$ cat src/hw/rtl/i2cbs_pkg.sv
// ----------------------------------------------------------------------------
// i2cbs_pkg
// shared types and codes for the i2c master bit sequencer
// ----------------------------------------------------------------------------
`default_nettype none

package i2cbs_pkg;

	localparam int BITS_PER_BYTE = 8;

	localparam logic [2:0] CMD_START = 3'd0;
	localparam logic [2:0] CMD_STOP  = 3'd1;
	localparam logic [2:0] CMD_WRITE = 3'd2;
	localparam logic [2:0] CMD_WAIT  = 3'd3;
	localparam logic [2:0] CMD_READ  = 3'd4;
	localparam logic [2:0] CMD_IDLE  = 3'd7;

	localparam logic KIND_CMD  = 1'b0;
	localparam logic KIND_TICK = 1'b1;

	typedef struct packed {
		logic       kind;
		logic [2:0] command;
		logic [7:0] tx_byte;
		logic       send_ack;
		logic       sda_in;
	} in_item_t;

	typedef struct packed {
		logic       scl_level;
		logic       sda_level;
		logic       sda_drive;
		logic       busy_res;
		logic       done_res;
		logic [7:0] rx_byte;
		logic       ack_failed;
	} out_item_t;

	typedef struct packed {
		logic [2:0]               active_command;
		logic [1:0]               step_index;
		logic [3:0]               bit_count;
		logic [BITS_PER_BYTE-1:0] shift_reg;
		logic                     ack_choice;
		logic                     scl;
		logic                     sda;
		logic                     drv;
		logic                     ack_fail;
		logic [BITS_PER_BYTE-1:0] rx_hold;
	} seq_state_t;

endpackage

`default_nettype wire

$ cat src/hw/rtl/i2c_master_bit_sequencer_core.sv
// flow: an accepted item sits in the input register and its result is loaded into
// the output register once the output register is empty or not stalled
// throughput: one item per cycle unless the output stalls, set by the single next-state pass
// reset: lines come up clock high, data high, driving; sequencer idle;
// both pipeline registers empty
// ----------------------------------------------------------------------------
// i2c_master_bit_sequencer_core
// open-drain i2c master line sequencer, one delay interval per tick item
// ----------------------------------------------------------------------------
`default_nettype none

module i2c_master_bit_sequencer_core import i2cbs_pkg::*; (
	input  wire            clk,
	input  wire            arst_n,
	input  wire            in_valid,
	output logic           in_stall,
	input  wire in_item_t  in_item,
	output logic           out_valid,
	input  wire            out_stall,
	output out_item_t      out_item
);

	logic       valid_s1;
	in_item_t   item_s1;
	seq_state_t st_q;
	seq_state_t st_nxt;
	out_item_t  res_nxt;
	logic       res_load;
	logic       adv;

	i2cbs_step u_step (
		.item (item_s1),
		.cur  (st_q),
		.nxt  (st_nxt),
		.res  (res_nxt)
	);

	assign res_load = ~out_valid | ~out_stall;
	assign adv      = valid_s1 & res_load;
	assign in_stall = valid_s1 & ~res_load;

	always_ff @(posedge clk or negedge arst_n) begin
		if (!arst_n) begin
			valid_s1 <= 1'b0;
		end else if (!in_stall) begin
			valid_s1 <= in_valid;
		end
	end

	always_ff @(posedge clk) begin
		if (in_valid && !in_stall) begin
			item_s1 <= in_item;
		end
	end

	always_ff @(posedge clk or negedge arst_n) begin
		if (!arst_n) begin
			st_q <= '{active_command: CMD_IDLE, step_index: 2'd0, bit_count: 4'd0,
				shift_reg: '0, ack_choice: 1'b0, scl: 1'b1, sda: 1'b1, drv: 1'b1,
				ack_fail: 1'b0, rx_hold: '0};
		end else if (adv) begin
			st_q <= st_nxt;
		end
	end

	always_ff @(posedge clk or negedge arst_n) begin
		if (!arst_n) begin
			out_valid <= 1'b0;
		end else if (res_load) begin
			out_valid <= valid_s1;
		end
	end

	always_ff @(posedge clk) begin
		if (adv) begin
			out_item <= res_nxt;
		end
	end

	// idle sequencer keeps its step at zero
	a_idle_step: assert property (@(posedge clk) disable iff (!arst_n)
		(st_q.active_command == CMD_IDLE) |-> (st_q.step_index == 2'd0))
		else $error("step index nonzero while idle");

	// bit counter never passes a full byte
	a_bit_count: assert property (@(posedge clk) disable iff (!arst_n)
		st_q.bit_count <= 4'(BITS_PER_BYTE))
		else $error("bit count out of range");

	// a done item leaves the sequencer idle
	a_done_idle: assert property (@(posedge clk) disable iff (!arst_n)
		(adv && res_nxt.done_res) |=> (st_q.active_command == CMD_IDLE))
		else $error("done without returning to idle");

	// input side only stalls behind a held item
	a_stall_src: assert property (@(posedge clk) disable iff (!arst_n)
		in_stall |-> (valid_s1 && out_valid && out_stall))
		else $error("stall without a waiting result");

endmodule

`default_nettype wire

$ cat src/hw/rtl/i2cbs_step.sv
// ----------------------------------------------------------------------------
// i2cbs_step
// next-state and result logic for one command or tick item
// ----------------------------------------------------------------------------
`default_nettype none

module i2cbs_step import i2cbs_pkg::*; (
	input  wire in_item_t   item,
	input  wire seq_state_t cur,
	output seq_state_t      nxt,
	output out_item_t       res
);

	logic       done;
	logic [3:0] bc_inc;
	logic [7:0] rx_shift;

	assign bc_inc   = cur.bit_count + 4'd1;
	assign rx_shift = {cur.shift_reg[6:0], item.sda_in};

	always_comb begin
		nxt  = cur;
		done = 1'b0;
		if (item.kind == KIND_CMD) begin
			if (cur.active_command == CMD_IDLE) begin
				nxt.step_index = 2'd0;
				case (item.command)
					CMD_START: begin
						nxt.scl = 1'b1;
						nxt.sda = 1'b1;
						nxt.drv = 1'b1;
						nxt.active_command = item.command;
					end
					CMD_STOP: begin
						nxt.scl = 1'b0;
						nxt.sda = 1'b0;
						nxt.drv = 1'b1;
						nxt.active_command = item.command;
					end
					CMD_WRITE: begin
						nxt.bit_count = 4'd0;
						nxt.scl = 1'b0;
						nxt.drv = 1'b1;
						nxt.sda = item.tx_byte[7];
						nxt.shift_reg = {item.tx_byte[6:0], 1'b0};
						nxt.active_command = item.command;
					end
					CMD_WAIT: begin
						nxt.scl = 1'b0;
						nxt.drv = 1'b0;
						nxt.active_command = item.command;
					end
					CMD_READ: begin
						nxt.ack_choice = item.send_ack;
						nxt.shift_reg = '0;
						nxt.bit_count = 4'd0;
						nxt.scl = 1'b0;
						nxt.drv = 1'b0;
						nxt.active_command = item.command;
					end
					default: begin
					end
				endcase
			end
		end else begin
			case (cur.active_command)
				CMD_START: begin
					if (cur.step_index == 2'd0) begin
						nxt.sda = 1'b0;
						nxt.step_index = 2'd1;
					end else begin
						nxt.scl = 1'b0;
						done = 1'b1;
					end
				end
				CMD_STOP: begin
					if (cur.step_index == 2'd0) begin
						nxt.scl = 1'b1;
						nxt.step_index = 2'd1;
					end else if (cur.step_index == 2'd1) begin
						nxt.sda = 1'b1;
						nxt.step_index = 2'd2;
					end else begin
						done = 1'b1;
					end
				end
				CMD_WRITE: begin
					if (cur.step_index == 2'd0) begin
						nxt.scl = 1'b1;
						nxt.step_index = 2'd1;
					end else if (cur.step_index == 2'd1) begin
						nxt.scl = 1'b0;
						nxt.step_index = 2'd2;
					end else begin
						nxt.bit_count = bc_inc;
						if (bc_inc >= 4'(BITS_PER_BYTE)) begin
							done = 1'b1;
						end else begin
							nxt.sda = cur.shift_reg[7];
							nxt.shift_reg = {cur.shift_reg[6:0], 1'b0};
							nxt.step_index = 2'd0;
						end
					end
				end
				CMD_WAIT: begin
					if (cur.step_index == 2'd0) begin
						nxt.scl = 1'b1;
						nxt.step_index = 2'd1;
					end else if (cur.step_index == 2'd1) begin
						nxt.drv = 1'b1;
						nxt.scl = 1'b0;
						nxt.ack_fail = item.sda_in;
						if (item.sda_in) begin
							done = 1'b1;
						end else begin
							nxt.step_index = 2'd2;
						end
					end else begin
						done = 1'b1;
					end
				end
				CMD_READ: begin
					if (cur.step_index == 2'd0) begin
						nxt.scl = 1'b1;
						nxt.step_index = 2'd1;
					end else if (cur.step_index == 2'd1) begin
						nxt.shift_reg = rx_shift;
						nxt.bit_count = bc_inc;
						nxt.scl = 1'b0;
						if (bc_inc >= 4'(BITS_PER_BYTE)) begin
							nxt.rx_hold = rx_shift;
							nxt.drv = 1'b1;
							nxt.sda = ~cur.ack_choice;
							nxt.step_index = 2'd2;
						end else begin
							nxt.step_index = 2'd0;
						end
					end else if (cur.step_index == 2'd2) begin
						nxt.scl = 1'b1;
						nxt.step_index = 2'd3;
					end else begin
						nxt.scl = 1'b0;
						done = 1'b1;
					end
				end
				default: begin
				end
			endcase
			if (done) begin
				nxt.active_command = CMD_IDLE;
				nxt.step_index = 2'd0;
			end
		end
	end

	always_comb begin
		res.scl_level  = nxt.scl;
		res.sda_level  = nxt.sda;
		res.sda_drive  = nxt.drv;
		res.busy_res   = (nxt.active_command != CMD_IDLE);
		res.done_res   = done;
		res.rx_byte    = nxt.rx_hold;
		res.ack_failed = nxt.ack_fail;
	end

endmodule

`default_nettype wire
$ cat config.mk
export PLATFORM = sky130hd
export DESIGN_NAME = i2c_master_bit_sequencer_core
export DESIGN_NICKNAME = d
export VERILOG_FILES = /design/src/hw/rtl/i2cbs_pkg.sv /design/src/hw/rtl/i2c_master_bit_sequencer_core.sv /design/src/hw/rtl/i2cbs_step.sv
export SDC_FILE = /design/constraint.sdc
export NUM_CORES = 1
export LEC_CHECK = 0
export BUFFER_PORTS_ARGS = -buffer_cell sky130_fd_sc_hd__buf_2
export CAP_MARGIN = 30
export CELL_PAD_IN_SITES_DETAIL_PLACEMENT = 1
export CELL_PAD_IN_SITES_GLOBAL_PLACEMENT = 1
export CORE_AREA = 5 5 84 86
export CTS_BUF_LIST = sky130_fd_sc_hd__clkbuf_4
export DETAILED_ROUTE_END_ITERATION = 16
export DIE_AREA = 0 0 89 91
export PLACE_DENSITY_LB_ADDON = 0.1
export SKIP_CTS_REPAIR_TIMING = 1
export SLEW_MARGIN = 20
export SYNTH_ARGS = -nofsm -noshare
export SYNTH_HDL_FRONTEND = slang
export SYNTH_SLANG_ARGS = --single-unit
$ cat constraint.sdc
create_clock -name clk -period 3 [get_ports clk]
set_input_delay 0.6 -clock clk [delete_from_list [all_inputs] [get_ports clk]]
set_output_delay 0.6 -clock clk [all_outputs]
set_load 0.05 [all_outputs]
==> results of run 1 <==
==> per-stage QoR <==
step | hold slack (ns) | setup slack (ns)
after global placement | 0.4676 | 0.6749
after detailed placement | 0.4907 | 0.5757
after global routing | 0.3093 | 0.4096
final | 0.2542 | 0.5497
after CTS | 0.2797 | 0.5297
after floorplan | 0.3044 | 0.6104
==> flip-flops by register name (all words and copies together), names as in the netlist <==
name,cells
item_s1,14
valid_s1,1
out_valid,1
st_q,30
out_item,14
==> routing by layer <==
metal	up-vias	track usage (%)	wire, um
met4	0	6.576	100
met2	44	29.02	3275
met1	1042	25.29	3055
li1	1007	-	-
met5	-	0	0
met3	10	4.615	312
==> power by group <==
| part | internal [mW] | switching (mW) | leakage, nW |
|---|---|---|---|
| registers | 1.03 | 0.214 | 0.686 |
| logic | 0.353 | 0.510 | 0.701 |
| clock network | 0.327 | 0.291 | 0.0785 |
| total | 1.71 | 1.02 | 1.47 |
==> final cells by class <==
cell class,count,area share [%]
clock buffer,9,1.996
clock inverter,6,2.366
inverter,5,0.5545
multi-input combinational,172,36.86
sequential,60,48.72
tap,77,2.847
timing repair buffer,41,6.654
==> cells by family (layout without fill, tap and decap cells) <==
group / Yosys count / after routing / synth area share (%)
AOI/OAI and AO/OA: 63 / 63 / 14.66
xor gates and xnor gates: 4 / 4 / 1.425
adders and majority gates: 1 / 1 / 0.4189
buffers and inverters: 18 / 61 / 3.016
DFF: 60 / 60 / 55.22
muxes: 29 / 29 / 11.94
and+or+nand+nor: 75 / 75 / 13.32
==> layout by cell type, fill, tap and decap left out, types with 2 or more instances in the layout <==
cell and count:
sky130_fd_sc_hd__a211o_1 2, sky130_fd_sc_hd__a211oi_1 2, sky130_fd_sc_hd__a21boi_0 2, sky130_fd_sc_hd__a21oi_1 11, sky130_fd_sc_hd__a22o_1 8, sky130_fd_sc_hd__a22oi_1 2, sky130_fd_sc_hd__a32o_1 2, sky130_fd_sc_hd__and3_1 4
sky130_fd_sc_hd__buf_2 33, sky130_fd_sc_hd__buf_4 8, sky130_fd_sc_hd__bufinv_16 2, sky130_fd_sc_hd__clkbuf_4 9, sky130_fd_sc_hd__clkinv_1 5, sky130_fd_sc_hd__dfrtp_1 26, sky130_fd_sc_hd__dfstp_2 6, sky130_fd_sc_hd__edfxtp_1 28
sky130_fd_sc_hd__inv_1 3, sky130_fd_sc_hd__mux2_2 21, sky130_fd_sc_hd__mux2_4 8, sky130_fd_sc_hd__nand2_1 22, sky130_fd_sc_hd__nand2b_1 9, sky130_fd_sc_hd__nand3_1 3, sky130_fd_sc_hd__nor2_1 16, sky130_fd_sc_hd__nor2b_1 2
sky130_fd_sc_hd__nor3_1 6, sky130_fd_sc_hd__o21ai_0 14, sky130_fd_sc_hd__o22ai_1 3, sky130_fd_sc_hd__o31ai_1 4, sky130_fd_sc_hd__or2_2 2, sky130_fd_sc_hd__xor2_1 2
==> worst max-delay path, stage by stage (launching register included) <==
cell and delay, ns:
sky130_fd_sc_hd__dfstp_2 0.70, sky130_fd_sc_hd__inv_1 0.18, sky130_fd_sc_hd__nor3_1 0.24, sky130_fd_sc_hd__nor2_1 0.09, sky130_fd_sc_hd__o211ai_2 0.30, sky130_fd_sc_hd__or2_1 0.47, sky130_fd_sc_hd__mux2_4 0.35
==> cells in the mapped netlist (all sizes together) (3+ instances only) <==
cell type | instances | area (sq um)
a21oi | 12 | 63.81
a22o | 8 | 70.07
and3 | 4 | 25.02
buf | 9 | 56.30
clkbuf | 4 | 15.01
dfrtp | 26 | 650.6
dfstp | 6 | 157.7
edfxtp | 28 | 840.8
inv | 3 | 11.26
mux2 | 29 | 356.6
nand2 | 22 | 82.58
nand2b | 9 | 56.30
nand3 | 3 | 15.01
nor2 | 16 | 60.06
nor3 | 8 | 56.31
o21ai | 14 | 70.07
o22ai | 3 | 18.77
o31ai | 4 | 30.03
or2 | 3 | 18.77
==> final timing paths <==
check	startpoint	to	slack, ns	depth (start not counted)
worst max-delay path	st_q[29]$_DFFE_PN1P_	st_q[16]$_DFFE_PN0P_	0.55	6
worst min-delay path	arst_n	st_q[26]$_DFFE_PN0P_	0.25	1
worst max register to register	st_q[29]$_DFFE_PN1P_	st_q[16]$_DFFE_PN0P_	0.55	6
worst min register to register	st_q[8]$_DFFE_PN0P_	st_q[8]$_DFFE_PN0P_	0.51	2
max in group asynchronous	arst_n	st_q[12]$_DFFE_PN0P_	2.28	1
min in group clk	in_item[11]	item_s1[11]$_DFFE_PP_	0.36	1
==> summary.md, run 1 <==
The upper clock frequency limit is 408.1 MHz, and the clock latency on the worst-skew pair is 0.40 ns. The cell area that synthesis handed to floorplanning was 2987 sq um. The worst-case IR drop observed on VDD is 0.4812 mV. Wires add up to 6.743 mm.

The count of routing violations after the opening detailed-route iteration was 174; the maximum number of pins on one net before global-route repair was 33. The share of the core filled with cells is 54.55%, and the number of storage elements in the synthesis netlist is 60. The run gives 4 as the number of detailed-routing iterations run before antenna repair. STA puts the critical path data required time at 3.29 ns. The run gives 50.58% as the worst slew margin relative to its limit. Clock slew at the register clock pins of the worst setup and hold paths: 0.10 ns. Yosys printed 0 warnings. At the pin with the least slew margin, the transition time is 0.7413 ns. The run gives 2103 as the total number of vias. 34 I/O pins were placed. Summed over all nets, the half-perimeter wirelength after detailed placement is 4.879 mm.

The CTS H-tree depth was 3; the per-instance average area after synthesis was 11.95 sq um. Area of the die: 8099 sq um. Setup violations remaining at the end of the flow were counted as 0. The number of inserted diodes came out at 0. The worst setup path is of the reg2reg kind. In the final timing run, aggregate negative setup slack is 0 ns. The largest fanout on the critical path was 15.

The worst setup path is launched from a register. The final-stage net count is 308. The post-place instance area is 3237 sq um, and the total of buffers placed on input and output ports is 33. Dividing the detail-routed via count by the number of cells gives 5.684. For this run, design rule violations remaining after detail routing come to 0. Across the routed clock network, the largest skew measured is 0.01194 ns. The overall die height is 91 um. In this run the standard cell core region covers 6205 sq um.

The buffer depth of the longest clock path came out at 2. Setup repair after global routing left no endpoint under its margin. From synthesis to final layout, the design area changed by 13.32%.

In the synthesized netlist the async set-or-reset flop fraction comes to 53.33%. The leakage power is 1.465 nW. The run finished with clean final reports.

The count of standard-cell rows is 29. For the number of antenna violations at the first check in global routing, the log shows 0. In the final layout, flip-flops and latches occupy 1649 sq um.

Counting flops with a built-in enable in the synthesized netlist gives 28. Cells with a size suffix above 1 make up 33.11% of the layout. The run gives 55.22% as the sequential element share of the synthesized area. The number of nets still failing antenna checks after routing was 0; the max-slew violation total from the final report was 0. The area of all placed cells without fillers was 3385 sq um. In the synthesized netlist, the number of instances is 250. Leaving out filler cells and counting taps, the final layout contains 370.

The die is 89 um wide. For this run, the leading register cell type out of synthesis is sky130_fd_sc_hd__edfxtp_1. The global-route wire length before repair came out at 11.61 mm. The initial utilization of the core area, before any placement, comes to 48.13%. The power per cell area was 806.8 nW/um^2; the count of final hold-check violations was 0. Synthesis produced a netlist with a net count of 269. For the signal arrival time at the worst endpoint, the log shows 2.74 ns. Summing all multi-input logic gate instances after layout gives 1247 sq um.

The minimum clock period is 2.450 ns. The part of the cycle the worst path needs works out to 81.68%. The tightest min-delay check is of the in2async type.

After global routing the overflow that remains totals 0. The tools report the root buffer cell as sky130_fd_sc_hd__clkbuf_4. Routability-driven placement finished with a final weighted congestion of 0.8376.

Critical path endpoint category: a register. The tools report the number of placed instances with taps included as 355. The tool flagged a number of max-cap violations equal to 0. The tools report the number of global-route vias before repair as 2308. The number of different library cells used by synthesis comes to 57. Buffers inserted during clock tree synthesis total 9. TritonCTS built the clock tree.

After detailed routing, the average wire length per cell comes to 18.22 um. For this design, the sink count on the clock tree is 60. The logs give 652 for the total of fill cells in the finished design and 2.730 mW for the post-layout total power. Global routing used 18.66% of the available tracks.
Note: power is estimated with default switching activity, not from simulation.
==> inputs of run 2 (changes only) <==
--- a/config.mk
+++ b/config.mk
@@ -9,10 +9,10 @@
 export CAP_MARGIN = 30
 export CELL_PAD_IN_SITES_DETAIL_PLACEMENT = 1
 export CELL_PAD_IN_SITES_GLOBAL_PLACEMENT = 1
-export CORE_AREA = 5 5 84 86
+export CORE_AREA = 5 5 89 91
 export CTS_BUF_LIST = sky130_fd_sc_hd__clkbuf_4
 export DETAILED_ROUTE_END_ITERATION = 16
-export DIE_AREA = 0 0 89 91
+export DIE_AREA = 0 0 94 96
 export PLACE_DENSITY_LB_ADDON = 0.1
 export SKIP_CTS_REPAIR_TIMING = 1
 export SLEW_MARGIN = 20
==> constraint.sdc (replaced) <==
create_clock -name clk -period 2.2 [get_ports clk]
set_input_delay 0.44 -clock clk [delete_from_list [all_inputs] [get_ports clk]]
set_output_delay 0.44 -clock clk [all_outputs]
set_load 0.05 [all_outputs]
==> run 2 against run 1 <==
Count of clock-buffer cells in the layout rose by 1; non-clock buffer count rose by 17; worst setup slack got worse by 0.36 ns; register-to-register slack got worse by 0.36 ns; critical endpoint is now out_item[2]$_DFFE_PP_; critical path depth did not move; highest routed layer unchanged.
==> summary.md, run 2 (synthesis gave the netlist of run 1 again) <==
The run finished with clean final reports. The run gives 0 (unchanged) as the residual DRC count. The run gives 2.35 ns (-0.94 ns) as the data required time at the worst endpoint.

The signal arrival time at the worst endpoint was 2.16 ns (-0.58 ns); the number of placed instances with taps included was 394 (+11%). For the number of antenna violations at the first check in global routing, the log shows 0 (unchanged). The combined global-route utilization of all metal layers was 16.74% (-1.9 points); the number of standard cells in the final layout excluding fillers was 410 (+11%). Commonest non-fill, non-tap cell in the layout: sky130_fd_sc_hd__buf_2. The upper clock frequency limit was 497.5 MHz (+22%); the count of routing violations after the opening detailed-route iteration was 98 (-44%).

The sum of negative setup slack is 0 ns (unchanged). The delay contributed by the slowest stage of the critical path was 0.63 ns (-0.07 ns). The area of all placed cells without fillers is 3526 sq um (+4.2%), and the max-capacitance violation count is 0 (unchanged). Walking the worst path, the cells encountered are inv_1, nor3_4, nand2_1, nor3_2, buf_4, mux2_2. The largest fanout on the critical path is 10 (-5), and the transition time of the tightest slew-check pin is 0.7494 ns (+0.008099 ns). The worst-path cell with the longest stage delay is sky130_fd_sc_hd__dfstp_2. The number of global-route vias before repair is 2199 (-4.7%).

The critical path endpoint category is a register. The global-route wire length before repair is 11.32 mm (-2.5%). st_q holds more flip-flops than any other register. The type of the worst min-delay path was in2async. Flip-flop count of the largest register after layout: 30 (unchanged). The detailed-route vias per instance is 5.276 (-7.2%).

The largest registers in the layout are st_q (30), item_s1 (14), out_item (14). Setup repair after global routing left no endpoint under its margin. The routed wire length was 6.834 mm (+1.3%); the sum of net half-perimeters after detailed placement was 5.089 mm (+4.3%).

The launch instance of the worst register-to-register path was st_q[29]$_DFFE_PN1P_. The number of detailed-routing iterations run before antenna repair was 4 (unchanged). For the area of the die, the log shows 9024 sq um (+11%). The leakage power is 1.539 nW (+5.0%). In the layout the commonest cells are sky130_fd_sc_hd__buf_2, sky130_fd_sc_hd__edfxtp_1, sky130_fd_sc_hd__dfrtp_1. Post-layout total power: 3.673 mW (+35%). Relative to the synthesized area, the layout overhead comes to 18.06%.

The capturing point of the worst reg2reg path is out_item[2]$_DFFE_PP_. The count of final hold-check violations is 0 (unchanged), and the worst reg2reg path depth is 6 (unchanged). The worst slew margin relative to its limit is 50.04% (-0.54 points), and the clock slew at the register clock pins of the worst setup and hold paths is 0.10 ns (about the same). The logs give 42.31% (-5.8 points) for the effective utilization at floorplan and 0.1899 ns (-0.3598 ns) for the final critical-path setup slack. The critical path is of the reg2reg type. The part of the cycle the worst path needs is 91.37% (+9.7 points), and the count of standard-cell rows is 31 (+6.9%). The post-place instance area came out at 3406 sq um (+5.2%). The tree is rooted in a sky130_fd_sc_hd__clkbuf_4. The total of buffers placed on input and output ports is 33 (unchanged), and the I/O pin total is 34 (unchanged). The maximum number of pins on one net before global-route repair came out at 33 (unchanged).

The number of buffers added by the clock tree synthesis step was 9 (unchanged); the buffer depth of the longest clock path was 2 (unchanged). The number of nets still failing antenna checks after routing is 0 (unchanged), and the overall die height is 96 um (+5.5%). The number of inserted diodes is 0 (unchanged). The tools report the final-report setup violation count as 0 (unchanged). The total core area is 7059 sq um (+14%), and the detailed-route wire length per cell is 16.67 um (-8.5%). The proportion of layout cells with a drive suffix above 1 works out to 38.59% (+5.5 points). The tools report the clock latency on the worst-skew pair as 0.40 ns (about the same). The largest vdd supply drop was 0.4057 mV (-16%). The minimum clock period is 2.010 ns (-0.4402 ns), and the clock skew is 0.01399 ns (+0.002059 ns).

Dominant delay contributor by cell family on the critical path: flip-flops. The share of the core filled with cells was 49.95% (-4.6 points); the die outline width was 94 um (+5.6%). The final-layout worst hold slack was 0.09892 ns (-0.1552 ns). STA classifies the critical path startpoint as a register. The register-to-register setup slack is 0.19 ns (-0.36 ns), and the power per cell area is 1042 nW/um^2 (+29%). The logs give 0.7970 (-4.8%) for the global placer's final weighted congestion and 60 (unchanged) for the number of sinks driven by the clock tree. The max-slew violation total from the final report is 0 (unchanged). TritonCTS built the clock tree.

The total number of vias is 2163 (+2.9%). The residual overflow from global routing came out at 0 (unchanged). The number of buffer and inverter stages on the critical path works out to 2 (+1). For the final-stage net count, the log shows 325 (+5.5%). The CTS H-tree depth came out at 3 (unchanged). The post-placement worst setup slack was 0.1701 ns (-0.4055 ns).
[run 2: per-layer routing]
layer	vias up	share of wire (%)	GRT usage, %
met1	1072	49	23.08
met4	0	1.3	6.017
li1	1042	-	-
met5	-	0	0
met2	41	46	25.61
met3	8	4.4	4.222
[run 2: cell type report]
type	instances	area, sq um
Clock buffer	10	75.07
Multi-Input combinational cell	172	1260
Clock inverter	6	32.53
Timing Repair Buffer	58	365.4
Inverter	5	20.02
Sequential cell	60	1649
Fill cell	790	3533
Tap cell	99	123.9
[run 2: worst max-delay path by stage]
stage                       endpoint             startpoint  slack [ns]  depth (start not counted)
4_1_cts        out_item[2]$_DFFE_PP_   st_q[29]$_DFFE_PN1P_        0.17                          6
5_1_grt         st_q[27]$_DFFE_PN1P_   st_q[28]$_DFFE_PN1P_        0.04                          8
6_report       out_item[2]$_DFFE_PP_   st_q[29]$_DFFE_PN1P_        0.19                          6
2_1_floorplan   st_q[12]$_DFFE_PN0P_  out_valid$_DFFE_PN0N_        0.04                          6
3_3_place_gp    st_q[11]$_DFFE_PN1P_   st_q[27]$_DFFE_PN1P_        0.21                          8
3_5_place_dp   out_item[8]$_DFFE_PP_   st_q[29]$_DFFE_PN1P_        0.17                          6
[run 2: power breakdown]
part           internal (mW)  leakage (nW)  switching (mW)  total (mW)
Clock                  0.233        0.0573           0.413       0.647
Sequential              1.41         0.686           0.178        1.59
Combinational          0.606         0.796           0.833        1.44
Total                   2.25          1.54            1.43        3.67
==> inputs of run 3 (changes only) <==
--- a/config.mk
+++ b/config.mk
@@ -5,15 +5,16 @@
 export SDC_FILE = /design/constraint.sdc
 export NUM_CORES = 1
 export LEC_CHECK = 0
+export ABC_AREA = 1
 export BUFFER_PORTS_ARGS = -buffer_cell sky130_fd_sc_hd__buf_2
 export CAP_MARGIN = 30
 export CELL_PAD_IN_SITES_DETAIL_PLACEMENT = 1
 export CELL_PAD_IN_SITES_GLOBAL_PLACEMENT = 1
-export CORE_AREA = 5 5 89 91
+export CORE_AREA = 5 5 91 93
 export CTS_BUF_LIST = sky130_fd_sc_hd__clkbuf_4
 export DETAILED_ROUTE_END_ITERATION = 16
-export DIE_AREA = 0 0 94 96
-export PLACE_DENSITY_LB_ADDON = 0.1
+export DIE_AREA = 0 0 96 98
+export PLACE_DENSITY = 0.84
 export SKIP_CTS_REPAIR_TIMING = 1
 export SLEW_MARGIN = 20
 export SYNTH_ARGS = -nofsm -noshare
==> run 3 against run 2 <==
Final area is 3.6% lower; total power is 13% higher; register-to-register slack about the same; fmax barely moved; sequential cell count unchanged; sequential power grew 7%; global-route usage grew 0.32 points; critical path depth up 2; final cell count up 18%; clock power rose by 45%; synthesized cell count is 34% higher.
==> summary.md, run 3 <==
The flip-flop count of the largest register after layout is 30 (unchanged), and the area of all placed cells without fillers is 3398 sq um (-3.6%). The number of inserted diodes came out at 0 (unchanged). The largest vdd supply drop came out at 0.4429 mV (+9.2%). Relative to the synthesized area, the layout overhead comes to 15.67%. The tools report the total core area as 7447 sq um (+5.5%). For the number of global-route vias before repair, the log shows 2583 (+17%). The run gives 3.242 mm (-2.4%) as the routed length on met1. Counting instances in the post-synthesis netlist gives the leading cell types as sky130_fd_sc_hd__nand2_1, sky130_fd_sc_hd__inv_1, sky130_fd_sc_hd__edfxtp_1. Among all cell types in the netlist, the one instantiated most often is sky130_fd_sc_hd__nand2_1. The most critical setup path has its endpoint at st_q[15]$_DFFE_PN0P_. The overall die height was 98 um (+2.1%); the largest fanout on the critical path was 16 (+6).

The transition time of the tightest slew-check pin works out to 0.7740 ns (+0.02455 ns). Ranked by total cell area, the synthesized netlist is headed by sky130_fd_sc_hd__edfxtp_1, sky130_fd_sc_hd__dfrtp_1, sky130_fd_sc_hd__nand2_1, sky130_fd_sc_hd__dfstp_2, sky130_fd_sc_hd__o21ai_0. The sequential element share of the synthesized area came out at 56.13% (+0.92 points). For the number of nets still failing antenna checks after routing, the log shows 0 (unchanged). The cell count after synthesis came out at 334 (+34%). By startpoint and endpoint, the worst setup path is classified as reg2reg. The final-report setup violation count was 0 (unchanged); the part of the cycle the worst path needs was 91.40% (about the same).

The CTS H-tree depth is 3 (unchanged), and the upper clock frequency limit is 497.3 MHz (about the same). The synthesized design spends more area on one cell type than any other, namely sky130_fd_sc_hd__edfxtp_1. Number of flops mapped to enable cells by yosys: 28 (unchanged).

The clock latency on the worst-skew pair was 0.44 ns (+0.04 ns). Setup repair after global routing left no endpoint under its margin. The post-synthesis instance area came out at 2938 sq um (-1.6%).

The cell sitting at the root of the clock tree is a sky130_fd_sc_hd__clkbuf_4. For the number of buffers added by the clock tree synthesis step, the log shows 9 (unchanged). The data required time at the worst endpoint was 2.55 ns (+0.20 ns); the register-to-register setup slack was 0.19 ns (about the same). The clock slew at the register clock pins of the worst setup and hold paths was 0.11 ns (about the same).

The count of standard-cell rows is 32 (+3.2%), and the detailed-route wire length per cell is 15.35 um (-7.9%). For the count of final hold-check violations, the log shows 0 (unchanged). The number of storage elements in the synthesis netlist was 60 (unchanged). The element type at the critical path start was a register.

The detailed router used layers up to and including met4. The start point of the critical path was st_q[29]$_DFFE_PN1P_. The run finished with clean final reports. The synthesis warning total was 0 (unchanged); the max-slew violation total from the final report was 0 (unchanged).

The met3 layer wire length in the routed design came out at 257 um (-14%). The tools report the worst slew margin relative to its limit as 48.40% (-1.6 points). The logs give 394 (+21%) for the final-stage net count and 0 (unchanged) for the residual overflow from global routing. The routed wire length came out at 7.400 mm (+8.3%).

The largest registers in the layout are st_q (30), item_s1 (14), out_item (14). For the leakage power, the log shows 1.562 nW (+1.5%). The fraction of registers with async set/reset was 53.33% (unchanged). Sum of met2 wire segment lengths after detailed routing: 3.763 mm (+21%).

The die outline width is 96 um (+2.1%), and the global-route wire length before repair is 12.15 mm (+7.4%). More flip-flops sit in one register than any other, and that register is st_q. The total of buffers placed on input and output ports was 33 (unchanged). The total number of vias is 2400 (+11%), and the global placer's final weighted congestion is 0.8940 (+12%).

Post-place instance area: 3232 sq um (-5.1%). The residual DRC count is 0 (unchanged), and the maximum number of pins on one net before global-route repair is 35 (+6.1%). The portion of synthesized cell area occupied by the leading cell type was 28.62% (+0.47 points).

The run gives 34 (unchanged) as the I/O pin total. For the max-capacitance violation count, the log shows 0 (unchanged). The buffer depth of the longest clock path came out at 2 (unchanged). The top flip-flop cell by instance count after synthesis was sky130_fd_sc_hd__edfxtp_1. The per-instance average area after synthesis came out at 8.796 sq um (-26%). For the area of the die, the log shows 9408 sq um (+4.3%). Minimum clock period: 2.011 ns (+0.0007620 ns).

The launch instance of the worst register-to-register path was st_q[29]$_DFFE_PN1P_. The worst setup path is captured at a register. The sum of negative setup slack was 0 ns (unchanged).

Leaving out fill and tap cells, the most frequent cell in the layout is sky130_fd_sc_hd__nand2_1. The power per cell area was 1222 nW/um^2 (+17%). The count of routing violations after the opening detailed-route iteration was 145 (+48%); the worst reg2reg path depth was 8 (+2).

The worst register-to-register path ends at st_q[15]$_DFFE_PN0P_. The run gives 5 (+1) as the number of detailed-routing iterations run before antenna repair. In this run the worst hold path is classified as in2async. Proportion of layout cells with a drive suffix above 1: 23.16% (-15 points). The total of fill cells in the finished design came out at 936 (+18%). The logs give 5.434 mm (+6.8%) for the sum of net half-perimeters after detailed placement and 0.01718 ns (+0.003188 ns) for the clock skew. The tools report the number of sinks driven by the clock tree as 60 (unchanged).

The detailed-route vias per instance is 4.979 (-5.6%), and the signal arrival time at the worst endpoint is 2.36 ns (+0.20 ns). For the synthesized net count, the log shows 353 (+31%). The number of antenna violations at the first check in global routing was 0 (unchanged).

The number of unique standard cell types used by synthesis was 34 (-40%). The top cell types in the final layout, fill and taps aside, are sky130_fd_sc_hd__nand2_1, sky130_fd_sc_hd__inv_1, sky130_fd_sc_hd__buf_2. TritonCTS built the clock tree.

The combined global-route utilization of all metal layers is 17.06% (+0.32 points), and the effective utilization at floorplan is 39.45% (-2.9 points).
[run 3: logic make-up (layout without fill, tap and decap cells)]
kind of cell	count (synthesis)	after routing	synth area share [%]
DFF	60	60	56.13
xor gates and xnor gates	1	1	0.2982
and+or+nand+nor	167	167	25.09
adders and majority gates	1	1	0.4258
buffers and inverters	47	93	6.473
muxes	1	1	0.3833
AOI/OAI and AO/OA	57	57	11.20
[run 3: worst min-delay path by stage]
stage / cells after the start / start / endpoint
4_1_cts: 1 / arst_n / st_q[25]$_DFFE_PN0P_
3_5_place_dp: 2 / st_q[9]$_DFFE_PN1P_ / st_q[9]$_DFFE_PN1P_
5_1_grt: 1 / arst_n / st_q[8]$_DFFE_PN0P_
6_report: 1 / arst_n / st_q[8]$_DFFE_PN0P_
2_1_floorplan: 0 / arst_n / out_valid$_DFFE_PN0N_
3_3_place_gp: 2 / st_q[9]$_DFFE_PN1P_ / st_q[9]$_DFFE_PN1P_
[run 3: layout make-up]
class | instances | area, sq um | area share (%)
sequential | 60 | 1649 | 48.53
multi-input combinational | 227 | 1099 | 32.33
timing repair buffer | 40 | 217.7 | 6.406
inverter | 37 | 138.9 | 4.087
tap | 102 | 127.6 | 3.756
clock inverter | 7 | 98.84 | 2.909
clock buffer | 9 | 67.56 | 1.988
[run 3: critical path: stages (launching register included)]
cell and delay (ns):
sky130_fd_sc_hd__dfstp_2 0.64, sky130_fd_sc_hd__inv_2 0.09, sky130_fd_sc_hd__nor2_4 0.16, sky130_fd_sc_hd__o21ai_1 0.12, sky130_fd_sc_hd__nor2_2 0.17, sky130_fd_sc_hd__nand2_4 0.10, sky130_fd_sc_hd__a21oi_4 0.40, sky130_fd_sc_hd__nand2_1 0.13
sky130_fd_sc_hd__o21ai_1 0.12
[run 3: metrics by stage]
step                      std cells  util [%]  total power, mW  setup slack (ns)  hold WS (ns)
final                           482     45.63            4.151            0.1892       0.06666
after global routing            482     45.63            4.442           0.07406        0.1163
after CTS                       482     45.63            4.188            0.1742       0.06767
after detailed placement        466     43.40            3.237            0.2169        0.4598
after global placement          466     43.40            3.157            0.3407        0.4587
after floorplan                 334         -            2.824           0.02877        0.1444
[run 3: layer usage]
metal,GRT usage (%),vias to the layer above
li1,-,1187
met1,20.14,1159
met2,28.68,41
met3,2.773,13
met4,9.956,0
met5,0,-
[run 3: power breakdown]
part	switching, mW	internal [mW]
Sequential	0.207	1.49
Clock	0.470	0.468
Combinational	1.05	0.461
